**config.mk**
```make
export PLATFORM = sky130hd
export DESIGN_NAME = min_tracking_stack_unit
export DESIGN_NICKNAME = d
export VERILOG_FILES = /design/src/sv/msu_pkg.sv /design/src/sv/min_tracking_stack_unit.sv /design/src/sv/msu_ram.sv /design/src/sv/msu_ctrl.sv
export VERILOG_INCLUDE_DIRS = /design/src /design/src/sv
export SDC_FILE = /design/constraint.sdc
export NUM_CORES = 2
export LEC_CHECK = 0
export ABC_AREA = 1
export ABC_CLOCK_PERIOD_IN_PS = 6050
export BUFFER_PORTS_ARGS = -buffer_cell sky130_fd_sc_hd__buf_2
export CAP_MARGIN = 20
export CORE_MARGIN = 2
export CORE_UTILIZATION = 45
export DETAILED_ROUTE_END_ITERATION = 7
export GPL_ROUTABILITY_DRIVEN = 0
export SLEW_MARGIN = 40
export SYNTH_ARGS = -nofsm -noshare
export SYNTH_HDL_FRONTEND = slang
export SYNTH_SLANG_ARGS = --single-unit
export TNS_END_PERCENT = 50
```
**constraint.sdc**
```tcl
create_clock -name clk -period 6.05 [get_ports clk]
set_input_delay 1.5125 -clock clk [delete_from_list [all_inputs] [get_ports clk]]
set_output_delay 1.5125 -clock clk [all_outputs]
set_load 0.05 [all_outputs]
```
**src/sv/min_tracking_stack_unit_assert.svh**
```systemverilog
// ----------------------------------------------------------------------------
// Min tracking stack assertion macros
// Checks for the min tracking stack unit, clocked on clk and held off in reset.
// ----------------------------------------------------------------------------
`ifndef MIN_TRACKING_STACK_UNIT_ASSERT_SVH
`define MIN_TRACKING_STACK_UNIT_ASSERT_SVH

// Condition that must hold at every rising edge outside reset.
`define MSU_ASSERT_ALWAYS(lbl, cond, msg) \
	lbl: assert property (@(posedge clk) disable iff (!arst_n) (cond)) else $error(msg);

// Implication checked in the same cycle.
`define MSU_ASSERT_IMPLY(lbl, ante, cons, msg) \
	lbl: assert property (@(posedge clk) disable iff (!arst_n) (ante) |-> (cons)) \
		else $error(msg);

`endif

```
**src/sv/msu_pkg.sv**
```systemverilog
// ----------------------------------------------------------------------------
// Min tracking stack package
// Command and status codes, fixed field widths and the control word that
// travels from the controller to the result stage.
// ----------------------------------------------------------------------------
package msu_pkg;

	localparam int unsigned CMD_W = 2;
	localparam int unsigned ST_W  = 2;
	localparam int unsigned CNT_W = 7;

	localparam logic [CNT_W-1:0] CAP_RESET = 7'd64;

	typedef enum logic [CMD_W-1:0] {
		CMD_PUSH = 2'd0,
		CMD_POP  = 2'd1,
		CMD_PEEK = 2'd2
	} cmd_t;

	typedef enum logic [ST_W-1:0] {
		ST_OK        = 2'd0,
		ST_OVERFLOW  = 2'd1,
		ST_UNDERFLOW = 2'd2,
		ST_BADPOS    = 2'd3
	} status_t;

	typedef struct packed {
		status_t status;
		logic    empty;
		logic    full;
		logic    data_sel;     // data comes from the value memory read
		logic    min_from_mem; // minimum comes from the min memory read
	} s1_ctl_t;

endpackage

```
**src/sv/min_tracking_stack_unit.sv**
```systemverilog
// A command waits in flight for its memory read, then enters the output register.
// Throughput: one command per cycle unless the output stalls; the memory read of a
// pop or peek and the output register overlap with the decode of the next command.
// Reset clears the count, the pipeline valids and sets the capacity to 64;
// the value and minimum memories are not cleared and need no clearing pass.
`include "min_tracking_stack_unit_assert.svh"
// ----------------------------------------------------------------------------
// Min tracking stack unit
// A stack of signed values that reports the smallest value held with every
// result. Push, pop and peek commands arrive one per beat.
// ----------------------------------------------------------------------------
module min_tracking_stack_unit #(
	parameter int unsigned DEPTH      = 64,
	parameter int unsigned DATA_WIDTH = 32
) (
	input  logic                         clk,
	input  logic                         arst_n,
	input  logic                         cfg_wr_en,
	input  logic [msu_pkg::CNT_W-1:0]    cfg_wr_data,
	input  logic                         in_valid,
	output logic                         in_stall,
	input  logic [msu_pkg::CMD_W-1:0]    cmd,
	input  logic signed [DATA_WIDTH-1:0] push_value,
	input  logic [msu_pkg::CNT_W-1:0]    position,
	output logic                         out_valid,
	input  logic                         out_stall,
	output logic signed [DATA_WIDTH-1:0] data_out,
	output logic signed [DATA_WIDTH-1:0] min_value,
	output logic [msu_pkg::CNT_W-1:0]    entry_count,
	output logic [msu_pkg::ST_W-1:0]     status,
	output logic                         is_empty,
	output logic                         is_full
);

	import msu_pkg::*;

	localparam int unsigned AW = $clog2(DEPTH);
	localparam int unsigned CW = $clog2(DEPTH + 1);

	// Memory ports. Both memories share the write address: a push writes the
	// value and the running minimum into the same slot.
	logic                         wr_en;
	logic [AW-1:0]                wr_addr;
	logic [DATA_WIDTH-1:0]        val_wdata;
	logic [DATA_WIDTH-1:0]        min_wdata;
	logic                         rd_en;
	logic [AW-1:0]                val_raddr;
	logic [AW-1:0]                min_raddr;
	logic [DATA_WIDTH-1:0]        val_rdata;
	logic [DATA_WIDTH-1:0]        min_rdata;

	// Command in flight, waiting for its read data.
	logic                         s1_valid;
	s1_ctl_t                      s1_ctl;
	logic [CW-1:0]                s1_count;
	logic signed [DATA_WIDTH-1:0] s1_min;

	// Output register.
	logic                         out_valid_q;
	logic signed [DATA_WIDTH-1:0] data_out_q;
	logic signed [DATA_WIDTH-1:0] min_value_q;
	logic [CNT_W-1:0]             entry_count_q;
	status_t                      status_q;
	logic                         is_empty_q;
	logic                         is_full_q;

	logic                         out_free;
	logic                         out_load;

	// The output register can take a new beat when it is empty or its
	// current beat leaves at this edge.
	assign out_free = !out_valid_q || !out_stall;
	assign out_load = s1_valid && out_free;

	msu_ctrl #(
		.DEPTH      (DEPTH),
		.DATA_WIDTH (DATA_WIDTH)
	) u_ctrl (
		.clk         (clk),
		.arst_n      (arst_n),
		.cfg_wr_en   (cfg_wr_en),
		.cfg_wr_data (cfg_wr_data),
		.in_valid    (in_valid),
		.in_stall    (in_stall),
		.cmd         (cmd),
		.push_value  (push_value),
		.position    (position),
		.out_free    (out_free),
		.wr_en       (wr_en),
		.wr_addr     (wr_addr),
		.val_wdata   (val_wdata),
		.min_wdata   (min_wdata),
		.rd_en       (rd_en),
		.val_raddr   (val_raddr),
		.min_raddr   (min_raddr),
		.min_rdata   (min_rdata),
		.s1_valid    (s1_valid),
		.s1_ctl      (s1_ctl),
		.s1_count    (s1_count),
		.s1_min      (s1_min)
	);

	// Value memory: a pop reads the top slot, a peek reads the slot the
	// position points at.
	msu_ram #(
		.DEPTH (DEPTH),
		.WIDTH (DATA_WIDTH)
	) u_val_ram (
		.clk     (clk),
		.wr_en   (wr_en),
		.wr_addr (wr_addr),
		.wr_data (val_wdata),
		.rd_en   (rd_en),
		.rd_addr (val_raddr),
		.rd_data (val_rdata)
	);

	// Minimum memory: a pop reads the slot below the top, which holds the
	// minimum of what remains after the pop.
	msu_ram #(
		.DEPTH (DEPTH),
		.WIDTH (DATA_WIDTH)
	) u_min_ram (
		.clk     (clk),
		.wr_en   (wr_en),
		.wr_addr (wr_addr),
		.wr_data (min_wdata),
		.rd_en   (rd_en),
		.rd_addr (min_raddr),
		.rd_data (min_rdata)
	);

	always_ff @(posedge clk or negedge arst_n) begin
		if (!arst_n) begin
			out_valid_q <= 1'b0;
		end else if (out_load) begin
			out_valid_q <= 1'b1;
		end else if (!out_stall) begin
			out_valid_q <= 1'b0;
		end
	end

	// The read data stays on the memory outputs until the next command is
	// accepted, and that cannot happen before this beat moves on.
	always_ff @(posedge clk) begin
		if (out_load) begin
			data_out_q    <= s1_ctl.data_sel ? $signed(val_rdata) : '0;
			min_value_q   <= s1_ctl.min_from_mem ? $signed(min_rdata) : s1_min;
			entry_count_q <= CNT_W'(s1_count);
			status_q      <= s1_ctl.status;
			is_empty_q    <= s1_ctl.empty;
			is_full_q     <= s1_ctl.full;
		end
	end

	assign out_valid   = out_valid_q;
	assign data_out    = data_out_q;
	assign min_value   = min_value_q;
	assign entry_count = entry_count_q;
	assign status      = status_q;
	assign is_empty    = is_empty_q;
	assign is_full     = is_full_q;

	// A rejected push leaves the stack at or above its capacity.
	`MSU_ASSERT_IMPLY(a_overflow_full, out_valid && status == ST_OVERFLOW, is_full, "overflow beat without full flag")
	// An underflow only happens on an empty stack and returns no data.
	`MSU_ASSERT_IMPLY(a_underflow_empty, out_valid && status == ST_UNDERFLOW, is_empty && data_out == '0, "underflow beat not empty or with data")
	// An empty stack reports a zero minimum.
	`MSU_ASSERT_IMPLY(a_empty_min_zero, out_valid && is_empty, min_value == '0 && entry_count == '0, "empty beat with nonzero minimum or count")
	// The input side only stalls when a result is held up at the output.
	`MSU_ASSERT_IMPLY(a_stall_cause, in_stall, out_valid && out_stall, "input stalled while output is free")

endmodule

```
**src/sv/msu_ram.sv**
```systemverilog
// ----------------------------------------------------------------------------
// Min tracking stack memory
// Single write port, single read port, registered read data.
// ----------------------------------------------------------------------------
module msu_ram #(
	parameter int unsigned DEPTH = 64,
	parameter int unsigned WIDTH = 32,
	localparam int unsigned AW = $clog2(DEPTH)
) (
	input  logic             clk,
	input  logic             wr_en,
	input  logic [AW-1:0]    wr_addr,
	input  logic [WIDTH-1:0] wr_data,
	input  logic             rd_en,
	input  logic [AW-1:0]    rd_addr,
	output logic [WIDTH-1:0] rd_data
);

	logic [WIDTH-1:0] mem [DEPTH];
	logic [WIDTH-1:0] rd_data_q;

	always_ff @(posedge clk) begin
		if (wr_en) begin
			mem[wr_addr] <= wr_data;
		end
		if (rd_en) begin
			rd_data_q <= mem[rd_addr];
		end
	end

	assign rd_data = rd_data_q;

endmodule

```
**src/sv/msu_ctrl.sv**
```systemverilog
// ----------------------------------------------------------------------------
// Min tracking stack controller
// Holds the count, the capacity and the running minimum, decodes each beat,
// drives the memory ports and keeps one command in flight for the read.
// ----------------------------------------------------------------------------
module msu_ctrl #(
	parameter int unsigned DEPTH      = 64,
	parameter int unsigned DATA_WIDTH = 32,
	localparam int unsigned AW = $clog2(DEPTH),
	localparam int unsigned CW = $clog2(DEPTH + 1)
) (
	input  logic                              clk,
	input  logic                              arst_n,
	input  logic                              cfg_wr_en,
	input  logic [msu_pkg::CNT_W-1:0]         cfg_wr_data,
	input  logic                              in_valid,
	output logic                              in_stall,
	input  logic [msu_pkg::CMD_W-1:0]         cmd,
	input  logic signed [DATA_WIDTH-1:0]      push_value,
	input  logic [msu_pkg::CNT_W-1:0]         position,
	input  logic                              out_free,
	output logic                              wr_en,
	output logic [AW-1:0]                     wr_addr,
	output logic [DATA_WIDTH-1:0]             val_wdata,
	output logic [DATA_WIDTH-1:0]             min_wdata,
	output logic                              rd_en,
	output logic [AW-1:0]                     val_raddr,
	output logic [AW-1:0]                     min_raddr,
	input  logic signed [DATA_WIDTH-1:0]      min_rdata,
	output logic                              s1_valid,
	output msu_pkg::s1_ctl_t                  s1_ctl,
	output logic [CW-1:0]                     s1_count,
	output logic signed [DATA_WIDTH-1:0]      s1_min
);

	import msu_pkg::*;

	localparam int unsigned XW = (CW > CNT_W) ? CW : CNT_W;

	logic [CNT_W-1:0]             capacity_q;
	logic [CW-1:0]                count_q;
	logic signed [DATA_WIDTH-1:0] top_min_q;
	logic                         s1_valid_s1;
	s1_ctl_t                      s1_ctl_s1;
	logic [CW-1:0]                s1_count_s1;
	logic signed [DATA_WIDTH-1:0] s1_min_s1;

	logic                         accept;
	logic                         s1_move;
	logic signed [DATA_WIDTH-1:0] top_min_cur;
	logic signed [DATA_WIDTH-1:0] push_min;
	logic [XW-1:0]                count_x;
	logic [XW-1:0]                pos_x;
	logic [XW-1:0]                cap_x;
	logic [XW-1:0]                cap_eff;
	logic [CW-1:0]                count_nxt;
	logic                         push_ok;
	logic                         rd_req;
	s1_ctl_t                      ctl_nxt;
	logic signed [DATA_WIDTH-1:0] min_nxt;

	assign s1_move  = s1_valid_s1 && out_free;
	assign in_stall = s1_valid_s1 && !out_free;
	assign accept   = in_valid && !in_stall;

	// A pop still in flight has the new top minimum on the min read port.
	assign top_min_cur = (s1_valid_s1 && s1_ctl_s1.min_from_mem) ? min_rdata : top_min_q;
	assign push_min = (count_q != '0 && top_min_cur < push_value) ? top_min_cur : push_value;

	assign count_x = XW'(count_q);
	assign pos_x   = XW'(position);
	assign cap_x   = XW'(capacity_q);
	assign cap_eff = (cap_x > XW'(DEPTH)) ? XW'(DEPTH) : cap_x;

	always_comb begin
		count_nxt            = count_q;
		push_ok              = 1'b0;
		rd_req               = 1'b0;
		ctl_nxt.status       = ST_OK;
		ctl_nxt.data_sel     = 1'b0;
		ctl_nxt.min_from_mem = 1'b0;
		min_nxt              = (count_q != '0) ? top_min_cur : '0;
		val_raddr            = AW'(count_x - pos_x);
		min_raddr            = AW'(count_x - XW'(2));
		unique case (cmd)
			CMD_PUSH: begin
				if (count_x >= cap_eff) begin
					ctl_nxt.status = ST_OVERFLOW;
				end else begin
					push_ok   = 1'b1;
					count_nxt = count_q + CW'(1);
					min_nxt   = push_min;
				end
			end
			CMD_POP: begin
				val_raddr = AW'(count_x - XW'(1));
				if (count_q == '0) begin
					ctl_nxt.status = ST_UNDERFLOW;
				end else begin
					rd_req           = 1'b1;
					count_nxt        = count_q - CW'(1);
					ctl_nxt.data_sel = 1'b1;
					if (count_q > CW'(1)) begin
						ctl_nxt.min_from_mem = 1'b1;
					end else begin
						min_nxt = '0;
					end
				end
			end
			CMD_PEEK: begin
				if (position == '0 || pos_x > count_x) begin
					ctl_nxt.status = ST_BADPOS;
				end else begin
					rd_req           = 1'b1;
					ctl_nxt.data_sel = 1'b1;
				end
			end
			default: begin
			end
		endcase
		ctl_nxt.empty = (count_nxt == '0);
		ctl_nxt.full  = (XW'(count_nxt) >= cap_eff);
	end

	assign wr_en     = accept && push_ok;
	assign wr_addr   = AW'(count_q);
	assign val_wdata = push_value;
	assign min_wdata = push_min;
	assign rd_en     = accept && rd_req;

	always_ff @(posedge clk or negedge arst_n) begin
		if (!arst_n) begin
			capacity_q  <= CAP_RESET;
			count_q     <= '0;
			s1_valid_s1 <= 1'b0;
		end else begin
			if (cfg_wr_en) begin
				capacity_q <= cfg_wr_data;
			end
			if (accept) begin
				count_q     <= count_nxt;
				s1_valid_s1 <= 1'b1;
			end else if (s1_move) begin
				s1_valid_s1 <= 1'b0;
			end
		end
	end

	always_ff @(posedge clk) begin
		if (accept && push_ok) begin
			top_min_q <= push_min;
		end else if (s1_move && s1_ctl_s1.min_from_mem) begin
			top_min_q <= min_rdata;
		end
		if (accept) begin
			s1_ctl_s1   <= ctl_nxt;
			s1_count_s1 <= count_nxt;
			s1_min_s1   <= min_nxt;
		end
	end

	assign s1_valid = s1_valid_s1;
	assign s1_ctl   = s1_ctl_s1;
	assign s1_count = s1_count_s1;
	assign s1_min   = s1_min_s1;

endmodule

```
Word level (Yosys, flattened, before mapping)
Memory sizes are Yosys's and may differ from the RTL's. A register that Yosys moved wholly into a read port is not among the register bits.
Index checks and enable logic that the tools add are counted.
- mux-type cells: 33
- equality and inequality tests: 3
- reduce and logical (&&, ||, !) cells: 22
- order comparisons: 6
- bitwise gates (word level): 1
- $add $sub $neg: 4
- operators by type and width (operator ; count):
    $mux W32 ; 9
    $pmux W32 S2 ; 1
    $lt A32 B32 Y1 ; 1
    $logic_not A7 Y1 ; 3
    $mux W7 ; 3
    $ge A7 B7 Y1 ; 2
    $pmux W7 S2 ; 1
    $mux W1 ; 12
    $logic_and A1 B1 Y1 ; 8
    $add A7 B1 Y7 const B ; 1
    $gt A7 B1 Y1 const B ; 1
    $gt A7 B7 Y1 ; 1
    $gt A7 B7 Y1 const B ; 1
    $reduce_bool A7 Y1 ; 1
    $sub A7 B1 Y7 const B ; 1
    $mux W2 ; 3
    $mux W6 ; 1
    $pmux W2 S3 ; 1
    $sub A6 B2 Y6 const B ; 1
    $sub A6 B6 Y6 ; 1
    $logic_not A1 Y1 ; 4
    $pmux W1 S2 ; 2
    $reduce_bool A2 Y1 ; 2
    $eq A2 B1 Y1 const B ; 1
    other kinds (6) ; 7
- bits in registers: 168
- memory bits (writable): 4096
- output and inout port bits: 77
- logic and storage cells: 89
- input port bits: 53
- memories kept: 2
- memories (memory ; words ; bits a word ; rd ports ; clocked after memory_dff ; write ports ; RTL line ; source):
    u_min_ram.mem ; 64 ; 32 ; 1 ; 1 ; 1 ; msu_ram.sv:19 ; logic [WIDTH-1:0] mem [DEPTH];
    u_val_ram.mem ; 64 ; 32 ; 1 ; 1 ; 1 ; msu_ram.sv:19 ;

Depth between registers and ports, before layout
- word-level depth: 9
- depth in mapped cells: 26
- mapped depth without buffers: 23

Modules after synthesis
A second synthesis with hierarchy kept.
- cell total of the unflattened synthesis: 14784
- area total of the unflattened synthesis: 176676.9 um^2
- by module, submodules not included (module ; times used ; area each (um^2) ; cells an instance ; sequential area each (um^2)):
    msu_ram ; 2 ; 83058.4 ; 6769 ; 62459.9
    msu_ctrl ; 1 ; 7512.2 ; 995 ; 2688.8
    min_tracking_stack_unit ; 1 ; 3047.9 ; 251 ; 2277.2

Worst setup path before layout
Ideal clock, no wire load.
- path type: register -> register
- from: reg u_ctrl.count_q[0]
- to: mem u_min_ram.mem[48][0], enable pin
- arrival time: 5.538 ns
- slack: 0.026 ns
- path buffers: 6
- cell stages (with the launch flop): 18
- clock period less this slack: 6.024 ns
- library setup time: 0.487 ns
- required time: 5.563 ns
- path through: dfrtp_1 buf_2 inv_2 buf_2 buf_2 buf_2 buf_2 ha_1 nand2_1 nor2_1 nand4_1 nand3_1 inv_1 nand2_1 nor2_2 buf_2 nand4_1 nor2_1
- longest elaborated chain between the ends: 6
- RTL lines (element ; RTL line ; source):
    start: declaration ; msu_ctrl.sv:41 ; logic [CW-1:0] count_q;
    start signal: assignment ; msu_ctrl.sv:141 ; count_q <= count_nxt;
    $ge A7 B7 Y1 ; msu_ctrl.sv:87 ; if (count_x >= cap_eff) begin
    $mux W1 ; msu_ctrl.sv:87 ;
    $mux W1 ; msu_ctrl.sv:85 ; unique case (cmd)
    $logic_and A1 B1 Y1 ; msu_ctrl.sv:125 ; assign wr_en = accept && push_ok;
    $mux W1 ; msu_ram.sv:23 ; if (wr_en) begin
    $mux W1 (implied by the code) ; msu_ram.sv:24 ; mem[wr_addr] <= wr_data;
    end: declaration ; msu_ram.sv:19 ;
Several ways; a longest one is shown, not always the timed one.

Worst setup path after layout
- from: reg u_ctrl.count_q[0]
- to: mem u_min_ram.mem[31][17], enable pin
Same word-level chain as after synthesis.

==> results.md <==
Timing:
- The ratio of final minimum period to clock period is 0.825.
- The final count of pins violating max slew was 0.
- The worst slew slack as a fraction of its limit is 0.0324.
- The final hold violation count is 0.
- The setup skew after layout is 134 ps.
- For the pin with the worst max-slew slack, the measured transition is 1450 ps.
- Setup repair after global routing left no endpoint under its margin.
- The maximum achievable frequency is 200 MHz.
- Setup violations remaining at the end of the flow were counted as 0.
- The tightest hold path in the finished design has a slack of 417 ps.
- Once routing completed, OpenROAD measured the worst setup slack at 1060 ps.
- Adding up every negative setup slack in the final design gives 0 ps.
- After layout, the minimum clock period comes to 4990 ps.

Clocking:
- The total of hold buffers inserted after clock tree synthesis is 0.
- TritonCTS built the clock tree.
- The maximum level of the CTS H-tree is 5.
- The clock sink total is 4,328.
- The clock reaches the later pin of the worst-skew pair after 1060 ps.
- The clock passes through at most 4 buffers.
- After clock tree synthesis, the setup repair step added 0 buffers.
- The CTS clock-pin slew for the worst setup and hold paths is 60 ps.
- The root buffer cell is clkbuf_16.
- In this run, post-CTS repair resized a total of 0 instances.
- TritonCTS created 441 clock buffers.

Route:
- After detailed routing, the number of remaining DRC violations is 1.
- The initial DRC count is 17,500.
- Using the TritonRoute via totals, the vias-per-cell ratio works out to 6.08.
- The number of nets with antenna violations after routing is 0.
- Summing over every cut layer, the via total after detailed routing is 117,000.
- After detailed routing, the total wire length is 572,000 um.
- The post-detailed-route wirelength per cell is 29.8 um.
- The detailed-routing iteration count for the pre-antenna-repair pass is 8.

Flow run:
- Max-cap violations in this run came to 0.

Cells and area:
- Summing all non-filler instances in the final layout gives an area of 0.195 mm^2.
- After the last flow step, the layout net total stands at 13,900.
- Of the cells placed in the final design, the portion with a size suffix greater than 1 is 0.0863.
- The commonest non-fill, non-tap cell in the layout is edfxtp_1.
- The finished layout holds 19,200 standard cells, fillers aside.
- Relative to the synthesized area, the layout overhead comes to 12.8%.
- In the layout the commonest cells are edfxtp_1, nor2_1, o21ai_0.

Power:
- The share of power burned in combinational logic is 0.366.
- Internal power comes to 59.7 mW.
- Of the total power, the share spent switching nets is 0.390.
- Power spread over the standard cell area amounts to 502 mW/mm^2.
- The worst IR drop on VDD is 0.577 mV.
- Of the total power, registers draw 0.373.
- The static leakage is 63.3 nW.
- The net switching power is 38.2 mW.
- The share of total power dissipated in the clock network is 0.261.

Outcome:
- The run finished, with violations left.
- The checks that failed: design-rule violations.

Worst setup path:
- The minimum setup slack among reg-to-reg paths is 1060 ps.
- For the worst setup path, the data required time is 6640 ps.
- Along the worst path, the maximum fanout reaches 88.
- STA puts the critical path data arrival time at 5590 ps.
- The critical path endpoint category is a flop.
- The category of the most critical setup path is reg -> reg.
- STA classifies the critical path startpoint as a flop.

Yosys:
- Ranked by total cell area, the synthesized netlist is headed by edfxtp_1, nor2_1, o21ai_0.
- Summed over all instances, the cell type with the most area after synthesis is edfxtp_1.
- The distinct cell type count after synthesis is 39.
- For this run, the leading register cell type out of synthesis is edfxtp_1.
- Counting every net in the synthesized netlist gives 13,900.
- The async set-reset flop share out of synthesis is 0.00370.
- Counting flops with a built-in enable in the synthesized netlist gives 4,312.
- The count of state elements after synthesis is 4,328.
- After synthesis, the mean cell area works out to 12.6 um^2.
- The mapped netlist covers 0.173 mm^2.
- The share of synthesized area in the top cell type comes to 0.749.
- The total of warnings raised by yosys is 0.
- For this run, the register share of the synthesized area comes to 0.751.
- The cell count after synthesis came out at 13,700.

Global routing:
- For this run, the total global-route usage over all layers was measured as 0.286.
- The first-pass GRT wire length is 803,000 um.
- Entering global routing, the biggest net connects 172 pins.
- After global routing the overflow that remains totals 0.
- The via count of the first global-routing pass is 107,000.
- The number of antenna violations at the first check in global routing came to 25.

Min path:
- The worst min-delay path category is reg -> reg.

Place:
- After detailed placement, the total cell area comes to 0.181 mm^2.
- At the placement stage, the worst setup path has a slack of 932 ps.
- The count of buffers from port buffering is 129.
- The HPWL reported at the end of detailed placement is 295,000 um.
- The cell total after placement is 18,400.

Die:
- The core area is 0.382 mm^2.
- The top-level port count is 130.
- The chip height is 624 um.
- The initial utilization of the core area, before any placement, comes to 0.452.
- The floorplan step defined a die boundary enclosing 0.389 mm^2.
- After floorplanning, the core was divided into 227 placement rows.
- The die is 624 um wide.
==> critical path, cell delays in order, from the launching register on <==
cell and delay [ps]:
dfrtp_4 590, inv_8 460, ha_1 340, nand2_1 60, nor2_1 50, nand4_1 60
nand3_1 240, inv_1 300, nand2_1 150, nor2_4 270, buf_4 610, inv_1 270
nor2_4 610, buf_4 480
==> kinds of logic after synthesis <==
family	synth area share
muxes	0.000326
DFF	0.751
and+or+nand+nor	0.107
adders and majority gates	0.00504
AOI/OAI and AO/OA	0.110
buffers and inverters	0.0263
xor gates and xnor gates	0.000253
==> routing by layer <==
| layer | routed length (um) | vias up | track usage | share of wire |
|---|---|---|---|---|
| met1 | 221000 | 58500 | 0.389 | 0.39 |
| met4 | 29700 | 0 | 0.134 | 0.052 |
| met5 | 0 | - | 0 | 0 |
| met2 | 265000 | 6798 | 0.453 | 0.46 |
| met3 | 56600 | 1220 | 0.0432 | 0.099 |
| li1 | - | 50300 | - | - |
==> power by group through the flow <==
stage / registers (mW) / clock network [mW] / logic [mW]
after global routing: 36.5 / 26.8 / 38.8
after global placement: 37.2 / 0 / 34.9
after floorplan: 37.3 / 0 / 21.9
after CTS: 36.5 / 25.7 / 35.3
after detailed placement: 37.1 / 0 / 35.2
final: 36.5 / 25.5 / 35.9
==> per-stage QoR <==
step	util	power, mW
floorplan	-	59.3
global placement	0.473	72.0
detailed placement	0.475	72.3
CTS	0.509	97.5
global route	0.510	102
finish	0.510	97.9
==> final timing paths <==
path	startpoint	to	cells past startpoint
max	u_ctrl.count_q[0]	u_min_ram.mem[31][17]	13
min	u_ctrl.s1_count[5]	entry_count[5]	0
max reg2reg	u_ctrl.count_q[0]	u_min_ram.mem[31][17]	13
min reg2reg	u_ctrl.s1_count[5]	entry_count[5]	0
max in group asynchronous	arst_n	u_ctrl.count_q[1]	1
min in group asynchronous	arst_n	out_valid	1
==> Yosys cell counts (2+ instances only) <==
master    instances
a31oi_1           2
nor3_1            5
a21oi_1         286
o32ai_1          79
nor2_1         3568
a21boi_0          2
nand4_1          42
o22ai_1         594
mux2_2            5
inv_2             7
inv_1           180
dfrtp_1          15
a21o_1            2
o21ai_0        2385
nand2_1         343
nor4_1            3
buf_2           235
and2_1           32
buf_4             5
nand3_1         663
buf_1            58
edfxtp_1       4312
o211ai_1          5
o21bai_1         29
o21ai_1         161
ha_1             68
o21a_1            3
clkbuf_1        642
clkinv_1          2
xor2_1            4
==> registers in the layout, indices dropped and copies added (netlist names) <==
name,count
u_min_ram.rd_data,32
data_out,32
u_ctrl.s1_ctl,6
u_val_ram.mem,2048
out_valid,1
u_ctrl.top_min_q,32
u_ctrl.count_q,7
min_value,32
u_ctrl.s1_valid,1
u_min_ram.mem,2048
u_ctrl.s1_count,7
u_ctrl.s1_min,32
status,2
entry_count,7
is_full,1
u_val_ram.rd_data,32
u_ctrl.cap_x,7
is_empty,1
==> area by class of cell <==
type | count | area (um^2)
antenna | 41 | 103
clock buffer | 559 | 11500
clock inverter | 235 | 1690
fill | 32500 | 187000
inverter | 189 | 777
multi-input combinational | 8289 | 39100
sequential | 4328 | 130000
tap | 5038 | 6300
timing repair buffer | 515 | 5470
No activity file was read; power rests on OpenSTA's default activity.
